--- config.mk ---
export PLATFORM = sky130hd
export DESIGN_NAME = utf8_stream_decoder
export DESIGN_NICKNAME = d
export VERILOG_FILES = /design/src/hw/rtl/u8sd_pkg.sv /design/src/hw/rtl/utf8_stream_decoder.sv /design/src/hw/rtl/u8sd_front.sv /design/src/hw/rtl/u8sd_queue.sv /design/src/hw/rtl/u8sd_back.sv
export VERILOG_INCLUDE_DIRS = /design/src /design/src/hw/rtl
export SDC_FILE = /design/constraint.sdc
export NUM_CORES = 1
export LEC_CHECK = 0
export BUFFER_PORTS_ARGS = -buffer_cell sky130_fd_sc_hd__buf_2
export CAP_MARGIN = 0
export CORE_MARGIN = 2
export CORE_UTILIZATION = 35
export DETAILED_ROUTE_END_ITERATION = 8
export GPL_ROUTABILITY_DRIVEN = 0
export SYNTH_ARGS = -nofsm -noshare
export SYNTH_HDL_FRONTEND = slang
export SYNTH_SLANG_ARGS = --single-unit
--- constraint.sdc ---
create_clock -name clk -period 4.7 [get_ports clk]
set_clock_uncertainty 0.05 [all_clocks]
set_input_delay 0.235 -clock clk [delete_from_list [all_inputs] [get_ports clk]]
set_output_delay 0.235 -clock clk [all_outputs]
set_load 0.02 [all_outputs]
--- src/hw/rtl/utf8_stream_decoder_defines.svh ---
// Assertion macros shared by the UTF-8 stream decoder RTL.
// No dependencies; included inside module bodies.
`ifndef UTF8_STREAM_DECODER_DEFINES_SVH
`define UTF8_STREAM_DECODER_DEFINES_SVH

// Condition must hold at every clock edge outside reset.
`define U8SD_ASSERT_ALWAYS(label, clk, rst_n, cond) \
    label: assert property (@(posedge clk) disable iff (!rst_n) (cond)) \
        else $error("u8sd assertion failed");

// Consequent must hold in the same cycle as the antecedent.
`define U8SD_ASSERT_SAME(label, clk, rst_n, ante, cons) \
    label: assert property (@(posedge clk) disable iff (!rst_n) (ante) |-> (cons)) \
        else $error("u8sd assertion failed");

// Consequent must hold in the cycle after the antecedent.
`define U8SD_ASSERT_NEXT(label, clk, rst_n, ante, cons) \
    label: assert property (@(posedge clk) disable iff (!rst_n) (ante) |=> (cons)) \
        else $error("u8sd assertion failed");

`endif

--- src/hw/rtl/u8sd_pkg.sv ---
// Shared types and constants for the UTF-8 stream decoder.
// No dependencies.
`timescale 1ns / 1ps

package u8sd_pkg;

    localparam int QUEUE_DEPTH_DEFAULT = 2;

    typedef struct packed {
        logic [7:0] data_byte;
        logic       last_byte;
    } byte_item_t;

    typedef struct packed {
        logic [30:0] code_point;
        logic        bad_sequence;
        logic        end_of_string;
    } char_item_t;

    typedef enum logic [1:0] {
        CLS_ASCII   = 2'd0,
        CLS_LEAD    = 2'd1,
        CLS_CONT    = 2'd2,
        CLS_INVALID = 2'd3
    } byte_class_t;

    // Classified byte handed from front to back.
    typedef struct packed {
        byte_class_t cls;
        logic [2:0]  extra;      // continuation bytes a lead announces
        logic [5:0]  lead_bits;  // lead payload, already masked
        logic [7:0]  data_byte;
        logic        last_byte;
    } fe_item_t;

endpackage

--- src/hw/rtl/utf8_stream_decoder.sv ---
// UTF-8 stream decoder, six-byte form: top level joining front, queue and back.
// Depends on u8sd_pkg, u8sd_front, u8sd_queue, u8sd_back.
`timescale 1ns / 1ps

// Takes one UTF-8 byte per transfer and returns one result per finished
// sequence: the code point, or an error for an invalid lead, a continuation
// byte without the 10 prefix (reported when the sequence's full length is in),
// or a string that ends mid-sequence. Sustained rate is one byte per clock
// while the output is not stalled; the decode back end updates its counter
// and accumulator once per byte. With no stall, a result's last byte passes
// from the front register, which loads at the transfer, to a queue slot and
// then to the output register, from which the result is presented. QUEUE_DEPTH
// sets the number of classified bytes buffered between front and back.
module utf8_stream_decoder #(
    parameter int QUEUE_DEPTH = u8sd_pkg::QUEUE_DEPTH_DEFAULT
) (
    input  logic                 clk,
    input  logic                 rst_n,
    input  logic                 byte_valid,
    output logic                 byte_ready,
    input  u8sd_pkg::byte_item_t byte_item,
    output logic                 char_valid,
    input  logic                 char_ready,
    output u8sd_pkg::char_item_t char_item
);
    import u8sd_pkg::*;

    logic     fq_valid;
    logic     fq_ready;
    fe_item_t fq_item;
    logic     qb_valid;
    logic     qb_ready;
    fe_item_t qb_item;

    u8sd_front u_front (
        .clk        (clk),
        .rst_n      (rst_n),
        .byte_valid (byte_valid),
        .byte_ready (byte_ready),
        .byte_item  (byte_item),
        .push_valid (fq_valid),
        .push_ready (fq_ready),
        .push_item  (fq_item)
    );

    u8sd_queue #(
        .DEPTH (QUEUE_DEPTH)
    ) u_queue (
        .clk        (clk),
        .rst_n      (rst_n),
        .push_valid (fq_valid),
        .push_ready (fq_ready),
        .push_item  (fq_item),
        .pop_valid  (qb_valid),
        .pop_ready  (qb_ready),
        .pop_item   (qb_item)
    );

    u8sd_back u_back (
        .clk        (clk),
        .rst_n      (rst_n),
        .pop_valid  (qb_valid),
        .pop_ready  (qb_ready),
        .pop_item   (qb_item),
        .char_valid (char_valid),
        .char_ready (char_ready),
        .char_item  (char_item)
    );

endmodule

--- src/hw/rtl/u8sd_front.sv ---
// Front stage: registers each incoming byte together with its class.
// Depends on u8sd_pkg.
`timescale 1ns / 1ps

module u8sd_front (
    input  logic                 clk,
    input  logic                 rst_n,
    input  logic                 byte_valid,
    output logic                 byte_ready,
    input  u8sd_pkg::byte_item_t byte_item,
    output logic                 push_valid,
    input  logic                 push_ready,
    output u8sd_pkg::fe_item_t   push_item
);
    import u8sd_pkg::*;

    logic       valid_reg;
    fe_item_t   item_reg;
    fe_item_t   item_next;
    logic       take;

    always_comb
    begin
        item_next.data_byte = byte_item.data_byte;
        item_next.last_byte = byte_item.last_byte;
        item_next.cls       = CLS_LEAD;
        item_next.extra     = 3'd0;
        case (byte_item.data_byte) inside
            [8'h00:8'h7f]: item_next.cls   = CLS_ASCII;
            [8'h80:8'hbf]: item_next.cls   = CLS_CONT;
            [8'hc0:8'hdf]: item_next.extra = 3'd1;
            [8'he0:8'hef]: item_next.extra = 3'd2;
            [8'hf0:8'hf7]: item_next.extra = 3'd3;
            [8'hf8:8'hfb]: item_next.extra = 3'd4;
            [8'hfc:8'hfd]: item_next.extra = 3'd5;
            default:       item_next.cls   = CLS_INVALID;
        endcase
        item_next.lead_bits = byte_item.data_byte[5:0] & (6'h3f >> item_next.extra);
    end

    assign byte_ready = !valid_reg || push_ready;
    assign take       = byte_valid && byte_ready;
    assign push_valid = valid_reg;
    assign push_item  = item_reg;

    always_ff @(posedge clk or negedge rst_n)
    begin
        if (!rst_n)
        begin
            valid_reg <= 1'b0;
        end
        else if (byte_ready)
        begin
            valid_reg <= byte_valid;
        end
    end

    always_ff @(posedge clk)
    begin
        if (take)
        begin
            item_reg <= item_next;
        end
    end

endmodule

--- src/hw/rtl/u8sd_queue.sv ---
// Small FIFO between the classify front and the decode back.
// Depends on u8sd_pkg and utf8_stream_decoder_defines.svh.
`timescale 1ns / 1ps

module u8sd_queue #(
    parameter int DEPTH = u8sd_pkg::QUEUE_DEPTH_DEFAULT  // 2 and up
) (
    input  logic               clk,
    input  logic               rst_n,
    input  logic               push_valid,
    output logic               push_ready,
    input  u8sd_pkg::fe_item_t push_item,
    output logic               pop_valid,
    input  logic               pop_ready,
    output u8sd_pkg::fe_item_t pop_item
);
    import u8sd_pkg::*;
    `include "utf8_stream_decoder_defines.svh"

    localparam int PtrW = $clog2(DEPTH);
    localparam int CntW = $clog2(DEPTH + 1);

    fe_item_t        slot_reg [DEPTH];
    logic [PtrW-1:0] wr_ptr_reg;
    logic [PtrW-1:0] rd_ptr_reg;
    logic [CntW-1:0] count_reg;
    logic            push;
    logic            pop;

    assign push_ready = count_reg != CntW'(DEPTH);
    assign pop_valid  = count_reg != '0;
    assign pop_item   = slot_reg[rd_ptr_reg];
    assign push       = push_valid && push_ready;
    assign pop        = pop_valid && pop_ready;

    always_ff @(posedge clk or negedge rst_n)
    begin
        if (!rst_n)
        begin
            wr_ptr_reg <= '0;
            rd_ptr_reg <= '0;
            count_reg  <= '0;
        end
        else
        begin
            if (push)
            begin
                wr_ptr_reg <= (wr_ptr_reg == PtrW'(DEPTH - 1)) ? '0 : wr_ptr_reg + 1'b1;
            end
            if (pop)
            begin
                rd_ptr_reg <= (rd_ptr_reg == PtrW'(DEPTH - 1)) ? '0 : rd_ptr_reg + 1'b1;
            end
            if (push && !pop)
            begin
                count_reg <= count_reg + 1'b1;
            end
            else if (pop && !push)
            begin
                count_reg <= count_reg - 1'b1;
            end
        end
    end

    always_ff @(posedge clk)
    begin
        if (push)
        begin
            slot_reg[wr_ptr_reg] <= push_item;
        end
    end

    `U8SD_ASSERT_ALWAYS(a_count_bound, clk, rst_n, count_reg <= CntW'(DEPTH))

endmodule

--- src/hw/rtl/u8sd_back.sv ---
// Decode back end: sequence state, accumulator and the output register.
// Depends on u8sd_pkg and utf8_stream_decoder_defines.svh.
`timescale 1ns / 1ps

module u8sd_back (
    input  logic                 clk,
    input  logic                 rst_n,
    input  logic                 pop_valid,
    output logic                 pop_ready,
    input  u8sd_pkg::fe_item_t   pop_item,
    output logic                 char_valid,
    input  logic                 char_ready,
    output u8sd_pkg::char_item_t char_item
);
    import u8sd_pkg::*;
    `include "utf8_stream_decoder_defines.svh"

    logic [2:0]  bytes_left_reg;
    logic [2:0]  bytes_left_next;
    logic [30:0] acc_reg;
    logic [30:0] acc_next;
    logic        seen_bad_reg;
    logic        seen_bad_next;
    logic        out_valid_reg;
    char_item_t  out_reg;
    char_item_t  out_next;
    logic        emit;
    logic        pop;
    logic [30:0] acc_shift;
    logic        bad_acc;
    logic [2:0]  left_dec;

    assign pop_ready = !out_valid_reg || char_ready;
    assign pop       = pop_valid && pop_ready;
    assign acc_shift = {acc_reg[24:0], pop_item.data_byte[5:0]};
    assign bad_acc   = seen_bad_reg || (pop_item.cls != CLS_CONT);
    assign left_dec  = bytes_left_reg - 3'd1;

    always_comb
    begin
        bytes_left_next = bytes_left_reg;
        acc_next        = acc_reg;
        seen_bad_next   = seen_bad_reg;
        emit            = 1'b0;
        out_next        = '{code_point: '0, bad_sequence: 1'b1,
                            end_of_string: pop_item.last_byte};
        if (pop)
        begin
            if (bytes_left_reg == 3'd0)
            begin
                case (pop_item.cls)
                    CLS_ASCII:
                    begin
                        emit                  = 1'b1;
                        out_next.code_point   = {24'd0, pop_item.data_byte[6:0]};
                        out_next.bad_sequence = 1'b0;
                    end
                    CLS_LEAD:
                    begin
                        if (pop_item.last_byte)
                        begin
                            emit = 1'b1;  // string ends right after a lead
                        end
                        else
                        begin
                            bytes_left_next = pop_item.extra;
                            acc_next        = {25'd0, pop_item.lead_bits};
                            seen_bad_next   = 1'b0;
                        end
                    end
                    default:
                    begin
                        emit = 1'b1;  // stray continuation or 0xfe/0xff
                    end
                endcase
            end
            else if (left_dec == 3'd0)
            begin
                emit                  = 1'b1;
                out_next.bad_sequence = bad_acc;
                out_next.code_point   = bad_acc ? '0 : acc_shift;
                bytes_left_next       = 3'd0;
                acc_next              = '0;
                seen_bad_next         = 1'b0;
            end
            else if (pop_item.last_byte)
            begin
                emit            = 1'b1;  // truncated sequence
                bytes_left_next = 3'd0;
                acc_next        = '0;
                seen_bad_next   = 1'b0;
            end
            else
            begin
                bytes_left_next = left_dec;
                acc_next        = acc_shift;
                seen_bad_next   = bad_acc;
            end
        end
    end

    always_ff @(posedge clk or negedge rst_n)
    begin
        if (!rst_n)
        begin
            bytes_left_reg <= 3'd0;
            acc_reg        <= '0;
            seen_bad_reg   <= 1'b0;
            out_valid_reg  <= 1'b0;
        end
        else
        begin
            bytes_left_reg <= bytes_left_next;
            acc_reg        <= acc_next;
            seen_bad_reg   <= seen_bad_next;
            if (emit)
            begin
                out_valid_reg <= 1'b1;
            end
            else if (char_ready)
            begin
                out_valid_reg <= 1'b0;
            end
        end
    end

    always_ff @(posedge clk)
    begin
        if (emit)
        begin
            out_reg <= out_next;
        end
    end

    assign char_valid = out_valid_reg;
    assign char_item  = out_reg;

    `U8SD_ASSERT_ALWAYS(a_left_range, clk, rst_n, bytes_left_reg < 3'd6)
    `U8SD_ASSERT_SAME(a_bad_zero, clk, rst_n, out_valid_reg && out_reg.bad_sequence, out_reg.code_point == '0)
    `U8SD_ASSERT_NEXT(a_lead_load, clk, rst_n, pop && (bytes_left_reg == 3'd0) && (pop_item.cls == CLS_LEAD) && !pop_item.last_byte, bytes_left_reg == $past(pop_item.extra))

endmodule

# Word level (Yosys, flattened, before mapping)
# Memories as Yosys holds them, arrays and structs flattened.
# Cells that the tools add are included.
dict set report word_totals {
  register_bits 88
  ram_bits 40
  in_bits 13
  out_inout_bits 35
  wordCells 116
  n_memories 1
}
# memory depth word_bits rd rd_clocked_by_memory_dff wr line_no
set memory_table {}
lappend memory_table {u_queue.slot_reg 2 20 1 0 1 u8sd_queue.sv:23} ;# fe_item_t slot_reg [DEPTH];
dict set report classes {
  add_sub_neg 5
  n_lt_le_gt_ge 14
  eq_ne 5
  n_shift 1
  n_mux 45
  bitwise_logic 1
  n_reduce_logical 27
}
# operator count
set op_table {}
lappend op_table {{25-bit two-way mux} 5}
lappend op_table {{32-bit two-way mux} 2}
lappend op_table {{8-bit greater-or-equal comparator, second input constant} 6}
lappend op_table {{8-bit less-or-equal comparator, second input constant} 6}
lappend op_table {{3-bit two-way mux} 12}
lappend op_table {{31-bit two-way mux} 1}
lappend op_table {{1-bit two-way mux} 16}
lappend op_table {{2-bit two-way mux} 8}
lappend op_table {{1-bit logical AND} 12}
lappend op_table {{8-bit by 1-bit greater-or-equal comparator with 1-bit output, second input constant} 1}
lappend op_table {{8-bit by 7-bit less-or-equal comparator with 1-bit output, second input constant} 1}
lappend op_table {{8-bit two-way mux} 1}
lappend op_table {{2-bit inequality test, second input constant} 4}
lappend op_table {{6-bit AND} 1}
lappend op_table {{3-bit logical NOT} 2}
lappend op_table {{2-bit nonzero test} 3}
lappend op_table {{6-bit by 3-bit right shift with 6-bit output, first input constant} 1}
lappend op_table {{1-bit logical NOT} 4}
lappend op_table {{1-bit logical OR} 3}
lappend op_table {{3-bit AND reduction} 1}
lappend op_table {{3-bit by 1-bit subtractor with 3-bit output, second input constant} 1}
lappend op_table {{1-bit adder, second input constant} 2}
lappend op_table {{2-bit by 1-bit adder with 2-bit output, second input constant} 1}
lappend op_table {{2-bit by 1-bit == test with 1-bit output, second input constant} 1}
lappend op_table {{3 further kinds} 3}

# Longest topological paths before layout
# Gate-level depths: netlist (run 1).
dict set report depth {
  depth_word 11
  ltp_mapped 8
  ltp_nobuf 7
}

# Cells and area by module
# Synthesis (run 1) repeated with hierarchy kept, for this count alone.
dict set report unflattened {
  hier_cells 352
  area_unflattened_um2 5139.9
}
# mod instances cells_per_inst area_each_um2 seq_area_each_um2
set modules_own_cells {}
lappend modules_own_cells {u8sd_back 1 227 2712.6 1741.7}
lappend modules_own_cells {u8sd_queue 1 80 1665.3 1301.2}
lappend modules_own_cells {u8sd_front 1 45 762.0 625.6}

# Worst setup path after synthesis (run 1)
# OpenSTA, ideal clock, no wires.
dict set report synth_timing {
  path_kind {register -> register}
  start {reg u_back.bytes_left_reg[0]}
  end {reg u_back.out_reg, in the netlist u_back.char_item[0], enable pin}
  setup_time_ps 464
  t_arrival_ps 3671
  required_time_ps 4186
  setup_slack_ps 515
  stages_incl_launch_ff 7
  path_buffers 1
  synth_period_minus_slack_ps 4185
  cell_sequence {dfrtp_1 > inv_1 > ha_1 > nor2b_1 > a211oi_2 > buf_2 > nor3_1}
}
dict set report synth_via {
  elab_chain_len 5
  word_cells_on_any_way 6
  classes_between {1 x add/sub; 3 x mux; 2 x reduce/logical}
}
# item line_no
set synth_lines {}
lappend synth_lines {{start, declared} u8sd_back.sv:18} ;# logic [2:0] bytes_left_reg;
lappend synth_lines {{start signal, assigned} u8sd_back.sv:113} ;# bytes_left_reg <= bytes_left_next;
lappend synth_lines {{3-bit by 1-bit subtractor with 3-bit output} u8sd_back.sv:37} ;# assign left_dec = bytes_left_reg - 3'd1;
lappend synth_lines {{3-bit logical NOT} u8sd_back.sv:77} ;# else if (left_dec == 3'd0)
lappend synth_lines {{1-bit two-way mux} u8sd_back.sv:77}
lappend synth_lines {{1-bit two-way mux (*)} u8sd_back.sv:49} ;# if (bytes_left_reg == 3'd0)
lappend synth_lines {{1-bit two-way mux (*)} u8sd_back.sv:47} ;# if (pop)
lappend synth_lines {{named net u_back.emit} u8sd_back.sv:27} ;# logic emit;
lappend synth_lines {{end signal, assigned} u8sd_back.sv:131} ;# out_reg <= out_next;
lappend synth_lines {{end, declared} u8sd_back.sv:25} ;# char_item_t out_reg;
# The timed path passes the listed nets; every way through them passes the cells marked *.
# A chain may end at the register's enable or synchronous reset.

==> results of run 1 <==
[per-stage QoR]
step                area (um2)  power [W]  hold slack (ns)
floorplan                 4910    0.00277           -0.111
global placement          5340    0.00312            0.310
detailed placement        5340    0.00316            0.319
CTS                       6070    0.00463          0.00237
global route              6070    0.00485           0.0135
finish                    6070    0.00458           0.0230
[final timing paths]
path	start	endpoint	depth (start not counted)
max	u_queue.rd_ptr_reg	u_back.char_item[31]	6
min	byte_item[3]	u_front.push_item[3]	1
max reg2reg	u_queue.rd_ptr_reg	u_back.char_item[31]	6
min reg2reg	u_front.push_item[7]	u_queue.slot_reg[0][7]	0
max in group asynchronous	rst_n	u_back.acc_reg[7]	2
min in group asynchronous	rst_n	u_back.acc_reg[24]	2
[cell families (layout without fill, tap and decap cells)]
family / Yosys count / in the layout
fa+ha+maj: 4 / 4
mux: 17 / 17
flops: 125 / 125
xor+xnor: 7 / 7
compound gates: 62 / 62
simple gates: 110 / 110
buf+inv: 26 / 100
[per-layer routing]
metal,up-vias,track usage,part of all wire
met5,-,0,0
met4,0,0.0474,0.010
met3,9,0.0451,0.040
met2,51,0.187,0.49
met1,1311,0.151,0.46
li1,1393,-,-
[cells in the final DEF, fill, tap and decap left out, drive strengths merged, types with 7 or more instances in the layout]
cell type  instances
edfxtp            90
buf               52
nand2             50
dfrtp             35
o21ai             28
and2              25
clkbuf            17
nor2              15
a21oi             12
mux2i             10
inv               10
mux2               7
[critical path, delay by kind of cell, from the launching register on]
| family | cells | cell delay, ns |
|---|---|---|
| flops | 1 | 1.00 |
| buf+inv | 3 | 0.86 |
| simple gates | 1 | 0.74 |
| mux | 1 | 0.26 |
| compound gates | 1 | 0.05 |
[power by group]
| part | switching, W | internal, W | leakage (nW) |
|---|---|---|---|
| Sequential | 0.000192 | 0.00167 | 1.33 |
| Clock | 0.000461 | 0.000993 | 0.319 |
| Combinational | 0.000855 | 0.000403 | 0.719 |
[timing repair]
| action | 4_1_cts | 5_1_grt |
|---|---|---|
| buffers inserted | 0 | 0 |
| hold endpoints to repair | 41 | 0 |
| hold buffers | 6 | 0 |
[cell type report]
cell class | count | area (um2) | share of cell area
well taps | 180 | 225 | 0.0371
multi-input cells | 200 | 1230 | 0.203
clock buffers | 17 | 425 | 0.0700
flip-flops and latches | 125 | 3580 | 0.589
repair buffers | 58 | 333 | 0.0548
inverters | 10 | 37.5 | 0.00618
clock inverters | 15 | 244 | 0.0402
==> results by stage, run 1 <==
Run status:
- The flow ran to the end, and the final reports show no timing, DRC or antenna violations.

Logic synthesis:
- The share of flip-flops with an asynchronous set or reset is 0.280.
- The most used flip-flop cell after synthesis is sky130_fd_sc_hd__edfxtp_1.
- The number of flip-flops and latches in the synthesized netlist is 125.
- The average cell area after synthesis is 14.0 um2.
- The register area share after synthesis is 0.728.
- The number of enable-type register cells in the synthesized netlist is 90.
- Sorting the synthesized cells by area gives the leading types as sky130_fd_sc_hd__edfxtp_1 55%, sky130_fd_sc_hd__dfrtp_1 18%, sky130_fd_sc_hd__nand2_1 3.8%.
- In the synthesized netlist, the cells that appear most often are 90 x sky130_fd_sc_hd__edfxtp_1, 50 x sky130_fd_sc_hd__nand2_1, 35 x sky130_fd_sc_hd__dfrtp_1.
- The cell count after synthesis came out at 351.
- The combinational family with the most area after synthesis is simple AND/OR/NAND/NOR gates.
- Of the total synthesized cell area, the portion taken by full adders, half adders and majority gates is 0.0102.
- The largest area contributor in the netlist is sky130_fd_sc_hd__edfxtp_1.
- Of the total synthesized cell area, the portion taken by XOR and XNOR cells is 0.0125.
- The post-synthesis compound-gate area fraction is 0.0785.
- Of the total synthesized cell area, the portion taken by AND, OR, NAND and NOR gates is 0.110.
- The number of distinct library cells after synthesis is 44.
- The most frequent cell after synthesis is sky130_fd_sc_hd__edfxtp_1.
- The post-synth design cell area is 4910 um2.
- Yosys printed 0 warnings.
- After synthesis, the share of cell area in mux cells is 0.0364.
- Counting every net in the synthesized netlist gives 368.
- The share of synthesized area in the top cell type comes to 0.550.

Clock tree:
- Post-CTS repair changed the size of 0 cells.
- The CTS sink count is 125.
- The number of CTS-inserted buffers is 17.
- The H-tree was split into 4 levels.
- The buffer depth of the longest clock path is 2.
- The clock-pin transition on the worst setup and hold timing paths is 0.06 ns.
- The source-to-sink clock delay at the later pin of the worst-skew pair is 0.40 ns.
- The clock tree from TritonCTS is done.
- In this run the clock root is driven by a sky130_fd_sc_hd__clkbuf_16.

GRT:
- The via count of the first global-routing pass is 2,682.
- The first global-routing pass estimated 13,300 um of wire.
- The pin count of the biggest net entering global routing is 58.
- The number of antenna violations at the first check in global routing is 0.
- The global-route usage over all layers is 0.120.
- Summed over all layers, the global routing overflow is 0.

Cells and area:
- Of the cells placed in the final design, the portion with a size suffix greater than 1 is 0.226.
- The antenna diode count is 0.
- Leaving out filler cells and counting taps, the final layout contains 605.
- Measured on the finished design, the core utilization comes to 0.441.
- From synthesis to final layout, the design area changed by 23.6%.
- The count of fill cells added during filler insertion is 1,276.
- The register with the most flip-flops in the layout has 38 of them.
- The net count of the finished layout is 429.

Pwr:
- Power spread over the standard cell area amounts to 753 nW/um2.
- The worst supply voltage drop on vdd is 0.495 mV.
- The cell leakage power is 2.37 nW.

Drt:
- For this run, the detailed router's first-pass iteration total came to 4.
- The number of design-rule violations left by the first detailed-router iteration is 150.
- The routed design has 8300 um of wire.
- After detailed routing, the average wire length per cell comes to 13.7 um.
- The number of vias per cell is 4.57.
- The number of antenna-violating nets in the routed design is 0.
- The DRC violation count after routing is 0.
- The routed layout has 2,764 vias.

STA:
- Setup repair after global routing left no endpoint under its margin.
- The transition time at the pin with the least slew margin is 1.01 ns.
- The final worst-path cycle share is 0.703.
- The shortest period the worst path allows is 3.31 ns.
- The worst slew slack as a fraction of its limit is 0.327.
- The max-slew violation count is 0.
- The setup TNS is 0 ns.
- The number of failing setup endpoints in the final timing report is 0.
- The hold violation total from the final report is 0.
- The post-layout worst setup margin is 1.39 ns.
- The peak clock frequency supported by timing is 0.303 GHz.

Placement:
- The number of instances in the placed design is 567.
- Prior to clock tree synthesis, the placed netlist has a worst setup slack of 1.36 ns.
- The post-DP HPWL is 5460 um.
- The number of port buffers is 47.

Setup path:
- Of all nets on the critical path, the largest fanout is 25.
- The biggest cell delay along the critical path is 1.00 ns.
- Walking the worst path, the cells encountered are mux2i_1 > clkinv_1 > a211oi_2 > buf_4 > nor3_2 > buf_4.
- The most used cell along the critical path is sky130_fd_sc_hd__buf_4.
- The slowest stage of the critical path belongs to the cell sky130_fd_sc_hd__dfrtp_1.
- The critical path startpoint category is a flop.
- The data arrival time of the worst path is 3.34 ns.
- The critical path class is flop to flop.
- Setup slack on the worst reg-to-reg path comes out at 1.39 ns.
- STA classifies the critical path endpoint as a flop.
- For the worst setup path, the data required time is 4.73 ns.

Floorplan:
- The overall die area is 15,000 um2.
- The initial utilization of the core area, before any placement, comes to 0.357.
- After floorplanning, the core was sized to cover 13,800 um2.
- The floorplan row count is 43.
- The number of top-level pins is 48.
- Measured along the x axis, the die boundary spans 122 um.
- The die extent in y is 122 um.

Job:
- Max-cap violations in this run came to 0.

Min path:
- In this run the worst hold path is classified as input pin to flop.
No activity file was read; power rests on OpenSTA's default activity.
==> run 2: changes to the inputs <==
==> constraint.sdc (replaced) <==
create_clock -name clk -period 2.7 [get_ports clk]
set_clock_uncertainty 0.05 [all_clocks]
set_input_delay 0.135 -clock clk [delete_from_list [all_inputs] [get_ports clk]]
set_output_delay 0.135 -clock clk [all_outputs]
set_load 0.02 [all_outputs]
==> results by stage, run 2 (same netlist as run 1, synthesis figures left out) <==
STA:
- The peak clock frequency supported by timing came to 0.446 GHz (+48%).
- The max-slew violation count came to 0 (unchanged).
- The number of failing setup endpoints in the final timing report came to 0 (unchanged).
- The setup TNS is 0 ns (unchanged).
- Setup repair after global routing left no endpoint under its margin.
- The smallest hold slack is 0.0885 ns (+0.0655 ns).
- The shortest period the worst path allows was 2.24 ns (-1.07 ns).
- The worst slew slack as a fraction of its limit came to 0.472 (+0.145).
- The transition time at the pin with the least slew margin is 0.793 ns (-0.217 ns).
- The hold violation total from the final report was 0 (unchanged).
- The post-layout worst setup margin is 0.459 ns (-0.935 ns).
- The final worst-path cycle share is 0.830 (+0.126).

Floorplan:
- The number of top-level pins is 48 (unchanged).
- The area inside the core boundary is 13,800 um2 (unchanged).
- The overall die area came to 15,000 um2 (unchanged).
- The starting density of the core is 0.357 (unchanged).
- The die extent in y is 122 um (unchanged).
- The floorplan die width is 122 um (unchanged).
- The floorplan row count is 43 (unchanged).

GRT:
- The global-route usage over all layers is 0.118 (-0.00158).
- The first-pass GRT wire length is 13,400 um (+0.93%).
- The aggregate global routing overflow is 0 (unchanged).
- The via count of the first global-routing pass is 2,781 (+3.7%).
- The pin count of the biggest net entering global routing is 58 (unchanged).
- The number of antenna violations at the first check in global routing is 0 (unchanged).

Setup path:
- The required time of the critical path is 2.72 ns (-2.01 ns).
- The critical path class is flop to flop.
- The largest fanout of any net on the critical path is 22 (-12%).
- The type of element capturing the critical path is a flop.
- The data arrival time of the worst path is 2.26 ns (-1.08 ns).
- The critical path startpoint category is a flop.

Pwr:
- The worst supply voltage drop on vdd is 0.501 mV (+1.3%).
- The fraction of power consumed by sequential logic was 0.415 (+0.008).
- The power density relative to cell area is 1260 nW/um2 (+67%).
- The final total power came to 0.00766 W (+67%).
- The clock group share of total power came to 0.286 (-0.032).
- The switching share of power is 0.336 (+0.00657).
- The switching power is 0.00257 W (+71%).
- The total internal power came to 0.00509 W (+66%).
- The cell leakage power is 2.38 nW (+0.69%).
- The fraction of power consumed by combinational cells came to 0.300 (+0.025).

Cells and area:
- The count of fill cells added during filler insertion came to 1,266 (-0.78%).
- The flip-flop count of the largest register after layout was 38 (unchanged).
- The most common library cell in the layout ignoring fill and taps is sky130_fd_sc_hd__edfxtp_1.
- The share of final-layout standard cells stronger than drive strength 1 came to 0.221 (-0.00519).
- The footprint of the flip-flops and latches is 3580 um2 (unchanged).
- The signed area change from the synthesized netlist to the final layout was 23.7% (about the same).
- In the layout the commonest cells are 90 x sky130_fd_sc_hd__edfxtp_1, 50 x sky130_fd_sc_hd__nand2_1, 47 x sky130_fd_sc_hd__buf_2.
- The post-route core utilization is 0.441 (about the same).
- The area used by multi-input combinational logic is 1240 um2 (+0.51%).
- The antenna diode count is 0 (unchanged).
- The count of nets after finishing is 439 (+2.3%).

Job:
- The number of max-cap violations is 0 (unchanged).

Drt:
- The final wirelength is 8100 um (-2.4%).
- The first-pass detailed-route iteration total came to 4 (unchanged).
- The number of design-rule violations left by the first detailed-router iteration is 129 (-14%).
- The DRC violation count after routing is 0 (unchanged).
- The number of vias per cell was 4.58 (+0.15%).
- The total number of vias is 2,814 (+1.8%).
- The number of antenna-violating nets in the routed design came to 0 (unchanged).
- The routed wirelength normalized by instance count was 13.2 um (-4.0%).

Run status:
- The flow ran to the end, and the final reports show no timing, DRC or antenna violations.

Clock tree:
- The tree is rooted in a sky130_fd_sc_hd__clkbuf_16.
- The buffer depth of the longest clock path is 2 (unchanged).
- The clock tree from TritonCTS is done.
- The source-to-sink clock delay at the later pin of the worst-skew pair was 0.40 ns (about the same).
- The quantity of gates resized following cts is 0 (unchanged).
- The clock-pin transition on the worst setup and hold timing paths is 0.05 ns (about the same).
- The depth of the CTS H-tree was 4 (unchanged).
- The number of CTS-inserted buffers is 17 (unchanged).
- The CTS sink count was 125 (unchanged).

Min path:
- In this run the worst hold path is classified as input pin to flop.

Placement:
- The worst slack at placement came to 0.480 ns (-0.883 ns).
- The number of port buffers was 47 (unchanged).
- The post-DP HPWL was 5450 um (-0.28%).
## run 2: repair_timing
item,in CTS,in global routing
endpoints found under the hold margin,47,0
buffers inserted,0,0
hold buffers,11,0
## run 2: through the flow
step / instances / area (um2)
2_1_floorplan: 351 / 4920
3_3_place_gp: 572 / 5390
3_5_place_dp: 572 / 5390
4_1_cts: 615 / 6080
5_1_grt: 615 / 6080
6_report: 615 / 6080
## run 2: layer usage
layer	GRT usage	vias to the layer above	wire (um)
li1	-	1410	-
met1	0.144	1345	3620
met2	0.194	52	4010
met3	0.0395	7	374
met4	0.0474	0	97
met5	0	-	0
## run 2: final timing paths
path	start	to	slack, ns	depth (start not counted)
max	u_back.bytes_left_reg[0]	u_back.char_item[21]	0.46	6
min	char_ready	u_back.char_valid	0.09	3
max reg2reg	u_back.bytes_left_reg[0]	u_back.char_item[21]	0.46	6
min reg2reg	u_front.push_item[12]	u_queue.slot_reg[0][12]	0.39	0
max in group asynchronous	rst_n	u_back.bytes_left_reg[1]	1.76	2
min in group asynchronous	rst_n	u_back.acc_reg[22]	0.33	2
## run 2: power groups by stage
| stage | sequential, W | clock (W) | combinational (W) |
|---|---|---|---|
| floorplan | 0.00350 | 0 | 0.00132 |
| global placement | 0.00320 | 0 | 0.00229 |
| detailed placement | 0.00322 | 0 | 0.00231 |
| CTS | 0.00319 | 0.00224 | 0.00233 |
| global route | 0.00325 | 0.00234 | 0.00256 |
| finish | 0.00318 | 0.00219 | 0.00229 |
## run 2: worst max-delay path, cell delays in order, from the launching register on
cell and delay [ns]:
sky130_fd_sc_hd__dfrtp_1 0.35, sky130_fd_sc_hd__inv_1 0.08, sky130_fd_sc_hd__ha_1 0.26, sky130_fd_sc_hd__xnor2_1 0.46
sky130_fd_sc_hd__a211oi_2 0.19, sky130_fd_sc_hd__nor3_4 0.21, sky130_fd_sc_hd__buf_4 0.31
## run 2: cell type report
class,count,area share
Clock buffer,18,0.0706
Clock inverter,14,0.0249
Inverter,10,0.00618
Multi-Input combinational cell,200,0.203
Sequential cell,125,0.589
Tap cell,180,0.0371
Timing Repair Buffer,68,0.0692
==> run 3: changes to the inputs <==
==> constraint.sdc (replaced) <==
create_clock -name clk -period 2 [get_ports clk]
set_clock_uncertainty 0.05 [all_clocks]
set_input_delay 0.1 -clock clk [delete_from_list [all_inputs] [get_ports clk]]
set_output_delay 0.1 -clock clk [all_outputs]
set_load 0.02 [all_outputs]
==> results by stage, run 3 (same netlist as run 1, synthesis figures left out) <==
Run status:
- The run finished with clean final reports.

Floorplan:
- The starting density of the core is 0.357 (unchanged).
- The die extent in y is 122 um (unchanged).
- The area inside the core boundary is 13,800 um2 (unchanged).
- The number of top-level pins was 48 (unchanged).
- The overall die area is 15,000 um2 (unchanged).
- The floorplan die width is 122 um (unchanged).
- The floorplan row count is 43 (unchanged).

Clock tree:
- The buffer depth of the longest clock path is 2 (unchanged).
- The CTS sink count was 125 (unchanged).
- The depth of the CTS H-tree is 4 (unchanged).
- The clock-pin transition on the worst setup and hold timing paths is 0.05 ns (about the same).
- The tree is rooted in a sky130_fd_sc_hd__clkbuf_16.
- The number of CTS-inserted buffers is 17 (unchanged).
- The source-to-sink clock delay at the later pin of the worst-skew pair was 0.40 ns (about the same).
- TritonCTS built the clock tree.

Cells and area:
- The most common library cell in the layout ignoring fill and taps is sky130_fd_sc_hd__edfxtp_1.
- The final instance count without filler cells is 625 (+1.6%).
- The flip-flop count of the largest register after layout is 38 (unchanged).
- Compared with the post-synthesis result, the final layout area differs by 28.5%.
- The library cells used most frequently in the layout, excluding fill and tap cells, are 90 x sky130_fd_sc_hd__edfxtp_1, 50 x sky130_fd_sc_hd__nand2_1, 47 x sky130_fd_sc_hd__buf_2.
- The antenna diode count is 0 (unchanged).
- The count of fill cells added during filler insertion is 1,248 (-1.4%).
- The count of nets after finishing was 449 (+2.3%).
- The share of final-layout standard cells stronger than drive strength 1 is 0.263 (+0.0422).

GRT:
- The number of antenna violations at the first check in global routing is 0 (unchanged).
- The pin count of the biggest net entering global routing is 42 (-28%).
- The global-route usage over all layers is 0.122 (+0.00430).
- The via count of the first global-routing pass came to 2,839 (+2.1%).
- The aggregate global routing overflow is 0 (unchanged).
- The first-pass GRT wire length is 13,700 um (+2.1%).

Setup path:
- The largest fanout of any net on the critical path is 7 (-68%).
- STA classifies the critical path startpoint as a flop.
- The required time of the critical path is 2.09 ns (-0.63 ns).
- The setup slack of the worst register-to-register path is 0.07 ns (-0.39 ns).
- The worst register-to-register path begins at u_queue.slot_reg[0][18].
- The worst setup path is captured at a flop.
- The start point of the critical path is u_queue.slot_reg[0][18].
- The worst setup path is of the flop to flop kind.
- The critical path ends at u_back.char_item[1].
- The capturing point of the worst reg2reg path is u_back.char_item[1].
- The path depth of the worst reg2reg path is 3 (-3).
- The data arrival time of the worst path is 2.02 ns (-0.24 ns).

STA:
- The max-slew violation count is 0 (unchanged).
- The shortest period the worst path allows is 1.93 ns (-0.312 ns).
- Setup repair after global routing could not meet its margin everywhere.
- The final worst-path cycle share is 0.964 (+0.135).
- The transition time at the pin with the least slew margin is 0.904 ns (+0.112 ns).
- The hold violation total from the final report is 0 (unchanged).
- The smallest hold slack is 0.0179 ns (-0.0706 ns).
- The peak clock frequency supported by timing is 0.518 GHz (+16%).
- The worst slew slack as a fraction of its limit came to 0.397 (-0.0745).
- The number of failing setup endpoints in the final timing report is 0 (unchanged).
- The setup TNS is 0 ns (unchanged).

Min path:
- The worst min-delay path category is input pin to flop.

Pwr:
- The switching share of power came to 0.329 (-0.00721).
- The fraction of power consumed by sequential logic was 0.386 (-0.029).
- The total internal power is 0.00745 W (+46%).
- The power density relative to cell area is 1760 nW/um2 (+39%).
- The cell leakage power was 2.48 nW (+3.9%).
- The worst supply voltage drop on vdd is 0.665 mV (+33%).
- The clock group share of total power is 0.291 (+0.005).
- The switching power is 0.00365 W (+42%).
- The fraction of power consumed by combinational cells came to 0.323 (+0.023).

Drt:
- The total number of vias came to 2,860 (+1.6%).
- The DRC violation count after routing is 0 (unchanged).
- The number of design-rule violations left by the first detailed-router iteration is 120 (-7.0%).
- The routed wirelength normalized by instance count is 13.5 um (+2.8%).
- The final wirelength is 8450 um (+4.4%).
- The first-pass detailed-route iteration total is 4 (unchanged).
- The number of antenna-violating nets in the routed design is 0 (unchanged).
- The number of vias per cell is 4.58 (about the same).

Placement:
- The number of port buffers is 47 (unchanged).
- The post-DP HPWL was 5670 um (+4.1%).
- The number of instances in the placed design was 582 (+1.7%).

Job:
- The number of max-cap violations was 0 (unchanged).
run 3: changes by cell type in the layout (fill, tap and decap cells not counted), moves of 2 or more:
| cell | delta |
|---|---|
| sky130_fd_sc_hd__buf_12 | +3 |
| sky130_fd_sc_hd__ha_4 | +2 |
| sky130_fd_sc_hd__clkinv_1 | -2 |
| sky130_fd_sc_hd__inv_2 | +3 |
| sky130_fd_sc_hd__bufinv_16 | +2 |
| sky130_fd_sc_hd__inv_1 | -2 |
| sky130_fd_sc_hd__ha_1 | -2 |
| sky130_fd_sc_hd__buf_4 | +7 |
run 3: layer usage:
metal  track usage  wire [um]
met5             0          0
met4        0.0553        105
met3        0.0418        341
met2         0.202       4180
met1         0.145       3830
run 3: per-stage QoR:
| step | total power, W | area, um2 | worst slack (ns) | utilization |
|---|---|---|---|---|
| 2_1_floorplan | 0.00662 | 4980 | -0.377 | - |
| 3_3_place_gp | 0.00780 | 5550 | 0.0541 | 0.403 |
| 3_5_place_dp | 0.00789 | 5550 | 0.0480 | 0.403 |
| 4_1_cts | 0.0112 | 6290 | 0.0105 | 0.457 |
| 5_1_grt | 0.0118 | 6310 | -0.00708 | 0.458 |
| 6_report | 0.0111 | 6310 | 0.0711 | 0.458 |
run 3: how the worst min path moves through the flow:
stage	from	end	slack [ns]	depth (start not counted)
2_1_floorplan	rst_n	u_back.acc_reg[0]	-0.25	0
3_3_place_gp	rst_n	u_back.acc_reg[24]	0.18	1
3_5_place_dp	rst_n	u_back.acc_reg[21]	0.21	1
4_1_cts	char_ready	u_back.char_valid	0.01	3
5_1_grt	char_ready	u_back.char_valid	0.02	3
6_report	char_ready	u_back.char_valid	0.02	3
run 3: cell type report:
type                    count  area (um2)  share of cell area
flip-flops and latches    125        3580               0.567
well taps                 180         225              0.0357
multi-input cells         200        1310               0.208
inverters                  10        37.5             0.00595
clock buffers              18         429              0.0680
clock inverters            14         199              0.0315
repair buffers             78         533              0.0844
run 3: worst max-delay path, cell delays in order, from the launching register on:
cell and delay, ns:
sky130_fd_sc_hd__edfxtp_1 0.40, sky130_fd_sc_hd__or3b_4 0.40, sky130_fd_sc_hd__a2111o_1 0.43, sky130_fd_sc_hd__a211o_4 0.38
run 3: timing repair:
action,in CTS,in global routing
setup endpoints to repair,0,55
setup buffers,0,0
hold endpoints to repair,49,0
hold buffers,11,0
gates resized for setup,0,5
run 3: power groups by stage:
| stage | clock network, W | registers, W | logic, W |
|---|---|---|---|
| 2_1_floorplan | 0 | 0.00474 | 0.00188 |
| 3_3_place_gp | 0 | 0.00431 | 0.00349 |
| 3_5_place_dp | 0 | 0.00435 | 0.00354 |
| 4_1_cts | 0.00329 | 0.00430 | 0.00358 |
| 5_1_grt | 0.00341 | 0.00438 | 0.00396 |
| 6_report | 0.00323 | 0.00429 | 0.00358 |
